## src/rtl/core/rgb_strip_effect_engine_defines.svh

```systemverilog
// Assertion macros shared by the strip effect engine modules.
// Included by the modules that carry concurrent checks; no other dependencies.
`ifndef RGB_STRIP_EFFECT_ENGINE_DEFINES_SVH
`define RGB_STRIP_EFFECT_ENGINE_DEFINES_SVH

// Same-cycle implication, disabled during reset
`define RSEE_ASSERT_IMPLY(lbl, clk, rst, ante, cons) \
   lbl: assert property (@(posedge clk) disable iff (rst) (ante) |-> (cons)) \
      else $error("implication check failed");

// Next-cycle implication, disabled during reset
`define RSEE_ASSERT_NEXT(lbl, clk, rst, ante, cons) \
   lbl: assert property (@(posedge clk) disable iff (rst) (ante) |=> (cons)) \
      else $error("next-cycle check failed");

`endif

```

## src/rtl/core/rsee_pkg.sv

```systemverilog
// Package for the RGB strip effect engine: mode codes, controller/datapath
// command and status types, LFSR, color wheel and fixed-point helpers. No dependencies.
package rsee_pkg;

   typedef enum logic [3:0] {
      MODE_WHITE     = 4'd0,
      MODE_POT_WHEEL = 4'd1,
      MODE_SWEEP     = 4'd2,
      MODE_FLOW      = 4'd3,
      MODE_GRADIENT  = 4'd4,
      MODE_CHASE     = 4'd5,
      MODE_METEOR    = 4'd6,
      MODE_BREATH    = 4'd7,
      MODE_RANDOM    = 4'd8
   } mode_type;

   localparam logic [3:0]  MODE_MAX      = 4'd8;
   localparam logic [15:0] RANDOM_SEED   = 16'hACE1;
   localparam logic [15:0] RANDOM_TAPS   = 16'hB400;
   // x/100 as (x*5243)>>19, exact for x below 25600
   localparam int          DIV100_RECIP  = 5243;
   localparam int          DIV100_SHIFT  = 19;
   localparam int          RATIO_NUM     = 74;
   localparam int          FALL_BASE     = 25500;
   localparam logic [9:0]  THIRD_ONE     = 10'd342;
   localparam logic [9:0]  THIRD_TWO     = 10'd684;
   localparam logic [9:0]  WHEEL_LAST    = 10'd767;
   localparam logic [9:0]  FLOW_STEP     = 10'd8;
   localparam logic [7:0]  CHASE_PERIOD  = 8'd9;
   localparam logic [7:0]  METEOR_PERIOD = 8'd49;
   localparam logic [7:0]  METEOR_FADE   = 8'd16;
   localparam logic [7:0]  BREATH_WRAP   = 8'd254;
   localparam logic [7:0]  BREATH_TURN   = 8'd127;
   localparam logic [7:0]  BREATH_STEP   = 8'd2;

   typedef struct packed {
      logic accept;
      logic read_head0;
      logic read_head1;
      logic prep_a;
      logic prep_b;
      logic prep_c;
      logic read_pix;
      logic write_pix;
   } rsee_cmd_type;

   typedef struct packed {
      logic last;
      logic out_free;
   } rsee_sts_type;

   // Galois LFSR step, returns the new state
   function automatic logic [15:0] lfsr_next(input logic [15:0] s);
      logic [15:0] n;
      n = {1'b0, s[15:1]};
      if (s[0]) n = n ^ RANDOM_TAPS;
      return n;
   endfunction

   // Color wheel, packed {red, green, blue}
   function automatic logic [23:0] wheel_color(input logic [9:0] c);
      logic [9:0] cc;
      cc = (c > WHEEL_LAST) ? WHEEL_LAST : c;
      if (cc < 10'd256)      return {~cc[7:0], cc[7:0], 8'h00};
      else if (cc < 10'd512) return {8'h00, ~cc[7:0], cc[7:0]};
      else                   return {cc[7:0], 8'h00, ~cc[7:0]};
   endfunction

   // Flowing-wheel preset of one pixel, {red, green, blue}
   function automatic logic [23:0] preset_pixel(input logic [5:0] i);
      logic [7:0] g;
      g = {i[4:0], 3'b000};
      return {8'd255 - g, g, 8'h00};
   endfunction

   // floor(255/len) for gradient lengths 5..15
   function automatic logic [5:0] grad_step(input logic [3:0] len);
      case (len)
         4'd5:    return 6'd51;
         4'd6:    return 6'd42;
         4'd7:    return 6'd36;
         4'd8:    return 6'd31;
         4'd9:    return 6'd28;
         4'd10:   return 6'd25;
         4'd11:   return 6'd23;
         4'd12:   return 6'd21;
         4'd13:   return 6'd19;
         4'd14:   return 6'd18;
         4'd15:   return 6'd17;
         default: return 6'd51;
      endcase
   endfunction

endpackage

```

## src/rtl/core/rsee_ctrl.sv

```systemverilog
// Frame sequencer of the strip effect engine: head prefetch, frame update
// steps, then a read/write walk per pixel. Depends on rsee_pkg.
module rsee_ctrl
   import rsee_pkg::*;
(
   input  logic         clock,
   input  logic         reset,
   input  logic         req_valid,
   output logic         req_stall,
   input  rsee_sts_type sts,
   output rsee_cmd_type cmd
);

   typedef enum logic [2:0] {
      ST_IDLE, ST_HEAD0, ST_HEAD1, ST_PREP_A, ST_PREP_B, ST_PREP_C, ST_READ, ST_WRITE
   } state_type;

   state_type state_ff;

   // commands decoded from state
   always_comb begin
      cmd            = '0;
      cmd.accept     = (state_ff == ST_IDLE) && req_valid;
      cmd.read_head0 = (state_ff == ST_HEAD0);
      cmd.read_head1 = (state_ff == ST_HEAD1);
      cmd.prep_a     = (state_ff == ST_PREP_A);
      cmd.prep_b     = (state_ff == ST_PREP_B);
      cmd.prep_c     = (state_ff == ST_PREP_C);
      cmd.read_pix   = (state_ff == ST_READ);
      cmd.write_pix  = (state_ff == ST_WRITE) && sts.out_free;
   end

   assign req_stall = (state_ff != ST_IDLE);

   // state register
   always_ff @(posedge clock) begin
      if (reset) begin
         state_ff <= ST_IDLE;
      end else begin
         case (state_ff)
            ST_IDLE:   if (req_valid) state_ff <= ST_HEAD0;
            ST_HEAD0:  state_ff <= ST_HEAD1;
            ST_HEAD1:  state_ff <= ST_PREP_A;
            ST_PREP_A: state_ff <= ST_PREP_B;
            ST_PREP_B: state_ff <= ST_PREP_C;
            ST_PREP_C: state_ff <= ST_READ;
            ST_READ:   state_ff <= ST_WRITE;
            ST_WRITE: begin
               if (sts.out_free) state_ff <= sts.last ? ST_IDLE : ST_READ;
            end
            default:   state_ff <= ST_IDLE;
         endcase
      end
   end

endmodule

```

## src/rtl/core/rsee_datapath.sv

```systemverilog
// Datapath of the strip effect engine: strip memory with valid bits, effect
// state, per-frame update math and the output register. Depends on rsee_pkg.
`include "rgb_strip_effect_engine_defines.svh"
module rsee_datapath
   import rsee_pkg::*;
#(
   parameter int PIXEL_COUNT = 50
) (
   input  logic         clock,
   input  logic         reset,
   input  logic         csr_write_enable,
   input  logic [3:0]   csr_write_data,
   input  logic [9:0]   req_pot_level,
   input  rsee_cmd_type cmd,
   output rsee_sts_type sts,
   output logic         rsp_valid,
   input  logic         rsp_stall,
   output logic [5:0]   rsp_pixel_index,
   output logic [7:0]   rsp_green_level,
   output logic [7:0]   rsp_red_level,
   output logic [7:0]   rsp_blue_level,
   output logic         rsp_last_pixel
);

   localparam int IDX_W = $clog2(PIXEL_COUNT);
   localparam logic [IDX_W-1:0] LAST_IDX = IDX_W'(PIXEL_COUNT - 1);

   // strip memory, {red, green, blue}
   logic [23:0]            mem [PIXEL_COUNT];
   logic [PIXEL_COUNT-1:0] valid_ff;
   logic                   preset_ff;

   mode_type   mode_ff, mode_in;
   logic [9:0] wheel_ff, wheel_in;
   logic [7:0] phase_ff, phase_in;
   logic [7:0] bcount_ff, bcount_in;
   logic [7:0] bchan_ff, bchan_in;
   logic [15:0] rand_ff, rand_in;
   logic       clear_store;

   logic [9:0]  pot_ff;
   logic [IDX_W-1:0] pix_ff;
   logic [IDX_W-1:0] rd_addr;
   logic [23:0] rd_mem_ff, rd_fallback_ff, old_pix;
   logic        rd_hit_ff;
   logic [23:0] old0_ff, prev_ff;
   logic [23:0] pre0_ff, pre0_in;
   logic [23:0] fill_ff, fill_in;
   logic        up_ff, up_in;
   logic [3:0]  len_ff;
   logic [5:0]  step_ff;

   logic [8:0]  third_pos;
   logic [14:0] prod74_ff;
   logic [22:0] potq_prod_ff;
   logic [27:0] rise_prod_ff, fall_prod_ff;
   logic [7:0]  rise, fall;
   logic [3:0]  len_in;

   logic [23:0] new_pix;
   logic        rsp_valid_ff;

   // read address select
   always_comb begin
      if (cmd.read_head0)      rd_addr = '0;
      else if (cmd.read_head1) rd_addr = IDX_W'(1);
      else                     rd_addr = pix_ff;
   end

   // registered read, unwritten entries read as zero or the flow preset
   always_ff @(posedge clock) begin
      if (cmd.read_head0 || cmd.read_head1 || cmd.read_pix) begin
         rd_mem_ff      <= mem[rd_addr];
         rd_hit_ff      <= valid_ff[rd_addr];
         rd_fallback_ff <= preset_ff ? preset_pixel(6'(rd_addr)) : 24'h0;
      end
      if (cmd.write_pix) mem[pix_ff] <= new_pix;
   end

   assign old_pix = rd_hit_ff ? rd_mem_ff : rd_fallback_ff;

   // valid bits and preset flag
   assign clear_store = csr_write_enable;
   always_ff @(posedge clock) begin
      if (reset) begin
         valid_ff  <= '0;
         preset_ff <= 1'b0;
      end else if (clear_store) begin
         valid_ff  <= '0;
         preset_ff <= (mode_in == MODE_FLOW);
      end else if (cmd.write_pix) begin
         valid_ff[pix_ff] <= 1'b1;
      end
   end

   // fixed-point math for the pot wheel and gradient length
   always_comb begin
      if (pot_ff < THIRD_ONE)      third_pos = 9'(pot_ff);
      else if (pot_ff < THIRD_TWO) third_pos = 9'(pot_ff - THIRD_ONE);
      else                         third_pos = 9'(pot_ff - THIRD_TWO);
   end

   always_ff @(posedge clock) begin
      if (cmd.prep_a) begin
         prod74_ff    <= 15'(15'(third_pos) * 15'(RATIO_NUM));
         potq_prod_ff <= 23'(23'(pot_ff) * 23'(DIV100_RECIP));
      end
      if (cmd.prep_b) begin
         rise_prod_ff <= 28'(28'(prod74_ff) * 28'(DIV100_RECIP));
         fall_prod_ff <= 28'(28'(15'(FALL_BASE) - prod74_ff) * 28'(DIV100_RECIP));
      end
   end

   assign rise   = rise_prod_ff[DIV100_SHIFT +: 8];
   assign fall   = fall_prod_ff[DIV100_SHIFT +: 8];
   assign len_in = potq_prod_ff[DIV100_SHIFT +: 4] + 4'd5;

   // effect state next values: frame step, mode 8 draws, register write
   always_comb begin
      logic [15:0] d0, d1, d2;
      logic [9:0]  p;
      logic [7:0]  cnt, ch;
      d0 = lfsr_next(rand_ff);
      d1 = lfsr_next(d0);
      d2 = lfsr_next(d1);
      p  = '0;
      cnt = bcount_ff;
      ch  = bchan_ff;
      mode_in   = mode_ff;
      wheel_in  = wheel_ff;
      phase_in  = phase_ff;
      bcount_in = bcount_ff;
      bchan_in  = bchan_ff;
      rand_in   = rand_ff;
      pre0_in   = pre0_ff;
      fill_in   = fill_ff;
      up_in     = up_ff;
      if (cmd.prep_c) begin
         case (mode_ff)
            MODE_POT_WHEEL: begin
               if (pot_ff < THIRD_ONE)      fill_in = {fall, rise, 8'h00};
               else if (pot_ff < THIRD_TWO) fill_in = {8'h00, fall, rise};
               else                         fill_in = {rise, 8'h00, fall};
            end
            MODE_SWEEP: begin
               p        = (wheel_ff > WHEEL_LAST) ? 10'd0 : wheel_ff;
               fill_in  = wheel_color(p);
               wheel_in = (p >= WHEEL_LAST) ? 10'd0 : p + 10'd1;
            end
            MODE_FLOW: begin
               p        = wheel_ff + FLOW_STEP;
               p        = (p > WHEEL_LAST) ? 10'd0 : p;
               pre0_in  = wheel_color(p);
               wheel_in = p;
            end
            MODE_CHASE: begin
               if (phase_ff == 8'd0) begin
                  pre0_in = {d0[7:0], d1[7:0], d2[7:0]};
                  rand_in = d2;
               end else begin
                  pre0_in = old_pix;
               end
               phase_in = (phase_ff == CHASE_PERIOD) ? 8'd0 : phase_ff + 8'd1;
            end
            MODE_METEOR: begin
               if (phase_ff == 8'd0) begin
                  pre0_in = {d0[7:0], d1[7:0], d2[7:0]};
                  rand_in = d2;
               end else if (phase_ff < METEOR_FADE) begin
                  if (!phase_ff[0])
                     pre0_in = {1'b0, old0_ff[23:17], 1'b0, old0_ff[15:9],
                                1'b0, old0_ff[7:1]};
                  else
                     pre0_in = old0_ff;
               end else begin
                  pre0_in = 24'h0;
               end
               phase_in = (phase_ff == METEOR_PERIOD) ? 8'd0 : phase_ff + 8'd1;
            end
            MODE_BREATH: begin
               if (cnt >= BREATH_WRAP) begin
                  ch      = d0[7:0];
                  rand_in = d0;
                  cnt     = 8'd0;
               end
               if (ch[2:0] == 3'b000) ch = 8'd1;
               up_in     = (cnt < BREATH_TURN);
               bchan_in  = ch;
               bcount_in = cnt + 8'd1;
            end
            MODE_GRADIENT: fill_in = fill_ff;
            MODE_RANDOM:   fill_in = fill_ff;
            default:       fill_in = {3{pot_ff[9:2]}};
         endcase
      end
      if (cmd.write_pix && (mode_ff == MODE_RANDOM)) rand_in = d0;
      // register write restarts the effect
      if (csr_write_enable) begin
         mode_in   = (csr_write_data > MODE_MAX) ? MODE_WHITE : mode_type'(csr_write_data);
         wheel_in  = '0;
         phase_in  = '0;
         bcount_in = '0;
         if (mode_in == MODE_BREATH) begin
            bchan_in = d0[7:0];
            rand_in  = d0;
         end
      end
   end

   // effect state registers
   always_ff @(posedge clock) begin
      if (reset) begin
         mode_ff   <= MODE_WHITE;
         wheel_ff  <= '0;
         phase_ff  <= '0;
         bcount_ff <= '0;
         rand_ff   <= lfsr_next(RANDOM_SEED);
         bchan_ff  <= 8'(lfsr_next(RANDOM_SEED));
      end else begin
         mode_ff   <= mode_in;
         wheel_ff  <= wheel_in;
         phase_ff  <= phase_in;
         bcount_ff <= bcount_in;
         rand_ff   <= rand_in;
         bchan_ff  <= bchan_in;
      end
   end

   // frame working registers
   always_ff @(posedge clock) begin
      if (cmd.accept) pot_ff <= req_pot_level;
      if (cmd.read_head1) old0_ff <= old_pix;
      if (cmd.prep_c) begin
         pre0_ff <= pre0_in;
         fill_ff <= fill_in;
         up_ff   <= up_in;
         len_ff  <= len_in;
         step_ff <= grad_step(len_in);
      end
      if (cmd.write_pix) prev_ff <= old_pix;
   end

   // pixel counter
   always_ff @(posedge clock) begin
      if (reset) pix_ff <= '0;
      else if (cmd.accept) pix_ff <= '0;
      else if (cmd.write_pix && (pix_ff != LAST_IDX)) pix_ff <= pix_ff + IDX_W'(1);
   end

   // new value of the current pixel
   always_comb begin
      logic [IDX_W-1:0] k;
      logic [11:0]      gj, gk;
      logic [7:0]       r, g, b, c8;
      logic [15:0]      c;
      k  = LAST_IDX - pix_ff;
      gj = 12'(step_ff) * 12'(pix_ff);
      gk = 12'(step_ff) * 12'(k);
      {r, g, b} = old_pix;
      c  = lfsr_next(rand_ff);
      c8 = 8'h0;
      case (mode_ff)
         MODE_FLOW, MODE_CHASE, MODE_METEOR:
            new_pix = (pix_ff <= IDX_W'(1)) ? pre0_ff : prev_ff;
         MODE_GRADIENT: begin
            if (6'(pix_ff) < 6'(len_ff)) begin
               c8      = 8'd255 - gj[7:0];
               new_pix = {8'h00, 8'h00, c8};
            end else if (6'(k) < 6'(len_ff)) begin
               c8      = 8'd255 - gk[7:0];
               new_pix = {c8, 8'h00, c8};
            end else begin
               new_pix = 24'h0;
            end
         end
         MODE_BREATH: begin
            if (bchan_ff[0]) r = up_ff ? r + BREATH_STEP : r - BREATH_STEP;
            if (bchan_ff[1]) g = up_ff ? g + BREATH_STEP : g - BREATH_STEP;
            if (bchan_ff[2]) b = up_ff ? b + BREATH_STEP : b - BREATH_STEP;
            new_pix = {r, g, b};
         end
         MODE_RANDOM: new_pix = {c[11:4], c[9:2], c[7:0]};
         default:     new_pix = fill_ff;
      endcase
   end

   // output register
   assign sts.out_free = !rsp_valid_ff || !rsp_stall;
   assign sts.last     = (pix_ff == LAST_IDX);

   always_ff @(posedge clock) begin
      if (reset) begin
         rsp_valid_ff <= 1'b0;
      end else if (cmd.write_pix) begin
         rsp_valid_ff <= 1'b1;
      end else if (!rsp_stall) begin
         rsp_valid_ff <= 1'b0;
      end
   end

   always_ff @(posedge clock) begin
      if (cmd.write_pix) begin
         rsp_pixel_index <= 6'(pix_ff);
         rsp_red_level   <= new_pix[23:16];
         rsp_green_level <= new_pix[15:8];
         rsp_blue_level  <= new_pix[7:0];
         rsp_last_pixel  <= (pix_ff == LAST_IDX);
      end
   end

   assign rsp_valid = rsp_valid_ff;

   `RSEE_ASSERT_IMPLY(a_write_needs_slot, clock, reset, cmd.write_pix, !rsp_valid_ff || !rsp_stall)
   `RSEE_ASSERT_IMPLY(a_last_at_end, clock, reset, rsp_valid_ff && rsp_last_pixel, rsp_pixel_index == 6'(LAST_IDX))
   `RSEE_ASSERT_NEXT(a_breath_has_channel, clock, reset, cmd.prep_c && (mode_ff == MODE_BREATH), bchan_ff[2:0] != 3'b000)

endmodule

```

## src/rtl/core/rgb_strip_effect_engine.sv

```systemverilog
// Top level of the RGB strip effect engine: sequencer plus datapath.
// Depends on rsee_pkg, rsee_ctrl and rsee_datapath.
//
// Use: each item on the req_ channel is one frame tick carrying a 10-bit
// pot sample. The block updates its strip store under the current effect and
// sends PIXEL_COUNT items on the rsp_ channel, pixel 0 first, the final one
// with rsp_last_pixel set. csr_write_enable/csr_write_data select the effect
// (codes 9..15 act as 0) and restart it; write only while the block is idle.
// Flow: once a frame is taken, the sequencer reads head pixels 0 and 1,
// runs the update steps prep_a, prep_b and prep_c, then walks the pixels,
// each as a memory read, then update and write back via the single-port strip store.
// One frame is worked on at a time; req_stall is high while it runs.
// A stalled result holds in the output register and the pixel walk waits.
// Reset (synchronous) clears the store to dark via valid bits, so no
// clearing pass is needed, zeroes the counters, seeds the random generator
// and selects the white-level effect.
module rgb_strip_effect_engine
   import rsee_pkg::*;
#(
   parameter int PIXEL_COUNT = 50
) (
   input  logic       clock,
   input  logic       reset,
   input  logic       csr_write_enable,
   input  logic [3:0] csr_write_data,
   input  logic       req_valid,
   output logic       req_stall,
   input  logic [9:0] req_pot_level,
   output logic       rsp_valid,
   input  logic       rsp_stall,
   output logic [5:0] rsp_pixel_index,
   output logic [7:0] rsp_green_level,
   output logic [7:0] rsp_red_level,
   output logic [7:0] rsp_blue_level,
   output logic       rsp_last_pixel
);

   rsee_cmd_type cmd;
   rsee_sts_type sts;

   rsee_ctrl u_ctrl (
      .clock     (clock),
      .reset     (reset),
      .req_valid (req_valid),
      .req_stall (req_stall),
      .sts       (sts),
      .cmd       (cmd)
   );

   rsee_datapath #(
      .PIXEL_COUNT (PIXEL_COUNT)
   ) u_datapath (
      .clock            (clock),
      .reset            (reset),
      .csr_write_enable (csr_write_enable),
      .csr_write_data   (csr_write_data),
      .req_pot_level    (req_pot_level),
      .cmd              (cmd),
      .sts              (sts),
      .rsp_valid        (rsp_valid),
      .rsp_stall        (rsp_stall),
      .rsp_pixel_index  (rsp_pixel_index),
      .rsp_green_level  (rsp_green_level),
      .rsp_red_level    (rsp_red_level),
      .rsp_blue_level   (rsp_blue_level),
      .rsp_last_pixel   (rsp_last_pixel)
   );

endmodule
```

## config.mk

```make
export PLATFORM = sky130hd
export DESIGN_NAME = rgb_strip_effect_engine
export DESIGN_NICKNAME = d
export VERILOG_FILES = /design/src/rtl/core/rsee_pkg.sv /design/src/rtl/core/rsee_ctrl.sv /design/src/rtl/core/rsee_datapath.sv /design/src/rtl/core/rgb_strip_effect_engine.sv
export VERILOG_INCLUDE_DIRS = /design/src /design/src/rtl/core
export SDC_FILE = /design/constraint.sdc
export NUM_CORES = 2
export LEC_CHECK = 0
export BUFFER_PORTS_ARGS = -buffer_cell sky130_fd_sc_hd__clkbuf_2
export CAP_MARGIN = 20
export CORE_MARGIN = 4
export CORE_UTILIZATION = 55
export CTS_BUF_LIST = sky130_fd_sc_hd__clkbuf_8
export CTS_CLUSTER_SIZE = 10
export DETAILED_ROUTE_END_ITERATION = 16
export GPL_ROUTABILITY_DRIVEN = 0
export GPL_TIMING_DRIVEN = 0
export PLACE_DENSITY = 0.71
export SKIP_CTS_REPAIR_TIMING = 1
export SYNTH_ARGS = -nofsm -noshare
export SYNTH_HDL_FRONTEND = slang
export SYNTH_SLANG_ARGS = --single-unit
```

## constraint.sdc

```tcl
create_clock -name clock -period 7 [get_ports clock]
set_input_delay 1.4 -clock clock [delete_from_list [all_inputs] [get_ports clock]]
set_output_delay 1.4 -clock clock [all_outputs]
set_load 0.02 [all_outputs]
```

## After elaboration in Yosys (flattened, before gate mapping)

Memories as Yosys holds them, arrays and structs flattened. A register that Yosys moved wholly into a read port is not among the register bits.
Cells that the tools add are included.

| storage, ports and cells | value |
|---|---|
| bits in registers | 372 |
| bits in writable memories | 1200 |
| memory bits (read-only) | 96 |
| input bits | 19 |
| word-level logic and storage cells | 208 |
| memories | 2 |

Memories:

| name | depth | bits a word | read ports | clocked after memory_dff | wr ports | line | RTL |
|---|---|---|---|---|---|---|---|
| u_datapath.mem | 50 | 24 | 1 | 1 | 1 | rsee_datapath.sv:29 | `logic [23:0] mem [PIXEL_COUNT];` |
| (no name shown) | 16 | 6 | 1 | 1 | 0 | rsee_pkg.sv:78 | `case (len)` |

| cells by class | value |
|---|---|
| add/subtract/negate cells | 19 |
| $mul | 6 |
| $lt $le $gt $ge | 21 |
| eq/ne operators | 24 |
| mux-type cells | 71 |
| bitwise gates (word level) | 7 |
| reduce and logical (&&, ||, !) cells | 28 |

Operators with widths:

| operator | count |
|---|---|
| 24-bit two-way mux | 14 |
| 8-bit two-way mux | 19 |
| 16-bit two-way mux | 9 |
| 24-bit one-hot mux with 3 select lines | 2 |
| 24-bit one-hot mux with 4 select lines | 1 |
| 10-bit two-way mux | 5 |
| 50-bit bitwise OR | 1 |
| 10-bit greater-than comparator (second input constant) | 4 |
| 16-bit one-hot mux with 2 select lines | 1 |
| 10-bit less-than comparator (second input constant) | 3 |
| 10-bit by 9-bit less-than comparator with 1-bit output (second input constant) | 3 |
| 28-bit by 13-bit multiplier with 27-bit output (second input constant) | 1 |
| 14-bit by 13-bit multiplier with 26-bit output (second input constant) | 1 |
| 8-bit by 2-bit adder with 8-bit output (second input constant) | 3 |
| 3-bit one-hot mux with 8 select lines | 1 |
| 8-bit by 2-bit subtractor with 8-bit output (second input constant) | 3 |
| 8-bit subtractor (first input constant) | 3 |
| 10-bit by 13-bit multiplier with 23-bit output (second input constant) | 1 |
| 4-bit by 3-bit == test with 1-bit output (second input constant) | 5 |
| 10-bit one-hot mux with 2 select lines | 1 |
| 9-bit two-way mux | 2 |
| 8-bit by 1-bit adder with 8-bit output (second input constant) | 2 |
| 6-bit by 6-bit multiplier with 8-bit output | 2 |
| 8-bit NOT | 2 |
| other kinds (50) | 87 |

## Logic depth before layout (Yosys ltp)

| depth | value |
|---|---|
| word-level depth | 12 |
| gate-level depth with buffers | 26 |
| mapped depth without buffers | 26 |

## Hierarchy

A second synthesis with hierarchy kept.

| unflattened totals | value |
|---|---|
| cells, all modules | 5120 |
| area, all modules | 74954.4 µm² |

By module, submodules not included:

| module | times used | cells each | area an instance (µm²) | sequential area each (µm²) |
|---|---|---|---|---|
| rsee_datapath | 1 | 5092 | 74714.2 | 44722.9 |
| rsee_ctrl | 1 | 28 | 240.2 | 60.1 |

## Worst setup path after synthesis

Ideal clock, no wire load.

| timing | value |
|---|---|
| path kind | flip-flop to flip-flop |
| start | reg u_datapath.potq_prod_ff[0] (netlist name) |
| end | reg u_datapath.fall_prod_ff[26], data pin |
| arrival time | 5964 ps |
| required time | 6739 ps |
| slack | 775 ps |
| cell stages (with the launch flop) | 27 |
| cells stage by stage | edfxtp_1 ha_1 nand2_1 nand3_1 nand2_1 a21oi_1 nand2b_1 xnor2_1 inv_1 fa_1 inv_1 ha_1 inv_1 fa_1 inv_1 fa_1 inv_1 fa_1 inv_1 ha_1 a21oi_1 o21bai_1 a21oi_1 o21ai_0 o41ai_1 o21ai_0 xnor2_1 |

RTL lines:

| item | line | RTL |
|---|---|---|
| end signal, assigned | rsee_datapath.sv:110 | `fall_prod_ff <= 28'(28'(15'(FALL_BASE) - prod74_ff) * 28'(DIV100_RECIP));` |
| end, declared | rsee_datapath.sv:56 | `logic [27:0] rise_prod_ff, fall_prod_ff;` |

## Worst setup path in the final report

| timing | value |
|---|---|
| start | reg u_datapath.pix_ff[0] |
| end | mem u_datapath.mem[14][7], data pin |

| between the ends | value |
|---|---|
| longest elaborated chain between the ends | 6 |
| elaborated cells on any way between the ends | 12 |

Ends and longest elaborated chain:

| item | line | RTL |
|---|---|---|
| start, declared | rsee_datapath.sv:42 | `logic [IDX_W-1:0] pix_ff;` |
| start signal, assigned | rsee_datapath.sv:247 | `else if (cmd.write_pix && (pix_ff != LAST_IDX)) pix_ff <= pix_ff + IDX_W'(1);` |
| 6-bit subtractor | rsee_datapath.sv:256 | `k = LAST_IDX - pix_ff;` |
| 6-bit by 6-bit multiplier with 8-bit output | rsee_datapath.sv:258 | `gk = 12'(step_ff) * 12'(k);` |
| 8-bit subtractor | rsee_datapath.sv:270 | `c8 = 8'd255 - gk[7:0];` |
| 24-bit two-way mux | rsee_datapath.sv:269 | `end else if (6'(k) < 6'(len_ff)) begin` |
| 24-bit two-way mux | rsee_datapath.sv:266 | `if (6'(pix_ff) < 6'(len_ff)) begin` |
| 24-bit one-hot mux with 4 select lines (*) | rsee_datapath.sv:262 | `case (mode_ff)` |
| via u_datapath.new_pix[7] | rsee_datapath.sv:60 | `logic [23:0] new_pix;` |
| end, declared | rsee_datapath.sv:29 |  |

The timed path passes the listed nets; every way through them passes the cells marked *.

==> reports/qor.txt <==
status: finished clean
# DRC: 0
fin util: 0.619
Starting Density: 0.553
Synth Register Bits: 1528
slowest cell on the critical path: o32a_2
DP HPWL: 171000 um
remaining global-route overflow: 0
Fin Setup TNS: 0 ps
Crit path required time: 7680 ps
crit end category: register
Slew HR: 0.101
top cells by area, synth: edfxtp_1 54%, mux2i_1 7.8%, ha_1 6.3%, fa_1 4.8%, a211oi_1 2.8%
Clock power frac: 0.299
CTS root buf: clkbuf_8
layout cells sized above 1: 0.107
Critical R2R Capture: u_datapath.mem[14][7]
Pre-antenna DRT Iters: 7
core area: 143000 um^2
Crit path largest cell delay: 640 ps
Nets: 7340
Inst Count DP: 8378
CP cell instances: buf_4, buf_4, buf_2, buf_2, clkbuf_1, nand2_1, fa_1, inv_1, ha_1, inv_1, fa_1, ha_1, a2111oi_0, nor3_1, a31oi_1, xnor2_1, o221ai_1, o32a_2, buf_12
Max Clock Freq: 147 MHz
CP top delay family: buffers and inverters
worst setup margin: 179 ps
Iteration-0 DRC Markers: 7757
chip height: 388 um
initial antenna violation count: 17
largest net degree at the start of global routing: 52
multi-input logic area: 31800 um^2
most frequent cell after synthesis: edfxtp_1
Top FF cell, synth: edfxtp_1
worst slew pin tran: 1340 ps
final setup vio count: 0
Cells after Synth: 6352
combinational power share: 0.295
Std-Cell Rows: 139
first-pass GRT wire length: 350000 um
fin crit share: 0.974
Vias: 57.0k
IR drop worst, VDD: 405 uV
DR WL/cell: 27.2 um
Routed WL: 241000 um
I/O Buffers: 51
Hold/Removal Path Class: register to register
Sw Pwr: 8.23 mW
Hold Path Sink: u_datapath.valid_ff[7]
Leak: 31.1 nW
Syn Std Cell Area: 79300 um^2
Startpoint Class: register
Final min period: 6820 ps
top cells by count, synth: 1418 x edfxtp_1, 615 x mux2i_1, 449 x nand2_1
synthesized net count: 6961
register area share after synthesis: 0.564
placed cell area: 83800 um^2
via count of the first global-routing pass: 54.9k
Final Max Tran Viols: 0
die area: 150000 um^2
sequential power share: 0.406
data arrival time of the worst path: 7500 ps
clock buffer depth: 3
count of max-cap constraint violations: 0
average size of a mapped cell: 12.5 um^2
die width: 388 um
Synth async-reset ratio: 0
Worst Path Buf+Inv: 8
TritonCTS Buffers: 237
final hold vios: 0
PD cells: 287 nW/um^2
kind of critical path: register to register
Yosys top cell area share: 0.537
Non-Filler Instances: 8848
flop-to-flop setup slack: 180 ps
Register-to-Register Path Depth: 19
final instance area: 88900 um^2
Clock transition at path regs: 70 ps
Ys Warns: 0
internal power: 17.3 mW
CTS tree: done
dpl ws: -314 ps
Layout fillers: 10.9k
Syn-to-layout area delta: 12.0%
Hold Path Depth: 2
clk_lat worst skew: 1010 ps
H-tree levels: 4
synth unique cells: 88
worst r2r src: u_datapath.pix_ff[0]
largest area contributor in the netlist: edfxtp_1
Routed Antenna Nets: 0
Tot Pwr: 25.5 mW
Sw Share: 0.322
GRT Total Usage: 0.311
crit path max fanout: 30
Post-synth EDFFs: 1418
FF+latch area: 44800 um^2
hold wc startpoint: u_datapath.valid_ff[7]
clk sinks: 1528
Worst Skew: 59.9 ps
DR vias/cell: 6.44
worst hold margin: 481 ps
Boundary Pins: 52
[sequential cells by signal, summed over array words and instances (netlist names), 5 cells and up]
register / count
u_datapath.rsp_green_level: 8
u_datapath.rsp_blue_level: 8
u_datapath.rd_fallback_ff: 11
u_datapath.mem: 1200
u_datapath.pot_ff: 10
u_datapath.fall_prod_ff: 8
u_datapath.step_ff: 6
u_datapath.rd_mem_ff: 24
u_datapath.rand_ff: 16
u_datapath.rise_prod_ff: 8
u_datapath.valid_ff: 50
u_datapath.rsp_red_level: 8
u_datapath.pix_ff: 6
u_datapath.rsp_pixel_index: 6
u_datapath.phase_ff: 8
u_datapath.pre0_ff: 24
u_datapath.potq_prod_ff: 5
u_datapath.bcount_ff: 8
u_datapath.fill_ff: 24
u_datapath.prev_ff: 24
u_datapath.prod74_ff: 13
u_datapath.wheel_ff: 10
u_datapath.old0_ff: 24
[worst max path at each step]
stage / startpoint / endpoint / slack [ps] / cells past startpoint
after floorplan: u_datapath.potq_prod_ff[0] / u_datapath.fall_prod_ff[26] / 770 / 26
after global placement: u_datapath.pix_ff[1] / u_datapath.mem[14][5] / -3640 / 14
after detailed placement: u_datapath.potq_prod_ff[0] / u_datapath.fall_prod_ff[26] / -310 / 26
after CTS: u_datapath.prod74_ff[5] / u_datapath.fall_prod_ff[26] / -330 / 22
after global routing: u_datapath.prod74_ff[3] / u_datapath.fall_prod_ff[26] / -50 / 27
final: u_datapath.pix_ff[0] / u_datapath.mem[14][7] / 180 / 19
[layout by cell type, fill, tap and decap left out, drive strengths merged, types with 18 or more instances in the layout]
cell | Yosys | routed
and2 | 36 | 36
clkbuf | 212 | 513
nand2b | 28 | 28
a211oi | 299 | 299
mux2i | 615 | 615
nand3 | 212 | 212
o221ai | 32 | 32
edfxtp | 1418 | 1418
inv | 433 | 507
nand2 | 449 | 449
ha | 398 | 398
clkinv | 2 | 94
xnor2 | 95 | 95
and3 | 31 | 31
o21ai | 111 | 111
nor3 | 193 | 193
fa | 192 | 192
a22oi | 67 | 67
xor2 | 43 | 43
nor4 | 28 | 28
a31oi | 41 | 41
bufinv | 0 | 18
buf | 163 | 251
a21oi | 224 | 224
o22ai | 343 | 343
and4 | 25 | 25
dfxtp | 110 | 110
nor2 | 318 | 318
a21o | 18 | 18
[worst register-to-register path: cells and delay by family, from the launching register on]
| family | cells | cell delay [ps] |
|---|---|---|
| DFF | 1 | 580 |
| xor gates and xnor gates | 1 | 220 |
| and+or+nand+nor | 2 | 330 |
| AOI/OAI and AO/OA | 4 | 1480 |
| buffers and inverters | 8 | 2330 |
| adders and majority gates | 4 | 1510 |
[kinds of logic (layout without fill, tap and decap cells)]
group	Yosys count	in the layout	synth area share
DFF	1528	1528	0.564
and+or+nand+nor	1392	1392	0.0812
AOI/OAI and AO/OA	1259	1259	0.105
buffers and inverters	810	1389	0.0418
muxes	632	632	0.0806
adders and majority gates	590	590	0.111
xor gates and xnor gates	140	140	0.0161
other	1	15	0.0000473
[layer usage]
layer | vias to the layer above | part of all wire | GRT usage | wire length, um
li1 | 24600 | - | - | -
met1 | 28000 | 0.38 | 0.417 | 91600
met2 | 3567 | 0.44 | 0.459 | 105000
met3 | 730 | 0.12 | 0.0873 | 29100
met4 | 8 | 0.062 | 0.175 | 15000
met5 | - | 0.00028 | 0 | 67
[power groups by stage]
stage | logic (mW) | registers (mW) | clock network [mW]
after detailed placement | 7.37 | 10.6 | 0
after global placement | 7.08 | 10.6 | 0
after floorplan | 5.32 | 10.5 | 0
after CTS | 7.45 | 10.4 | 7.66
after global routing | 8.69 | 10.4 | 8.08
final | 7.53 | 10.4 | 7.63
[cell type report]
cell class	count	share of cell area
clock inverter	190	0.0155
inverter	435	0.0184
clock buffer	249	0.0386
multi-input combinational	4014	0.358
sequential	1528	0.504
timing repair buffer	140	0.0192
tap	1903	0.0268
buffer	375	0.0190
antenna	14	0.000394
Power figures use the tool's default switching activity.
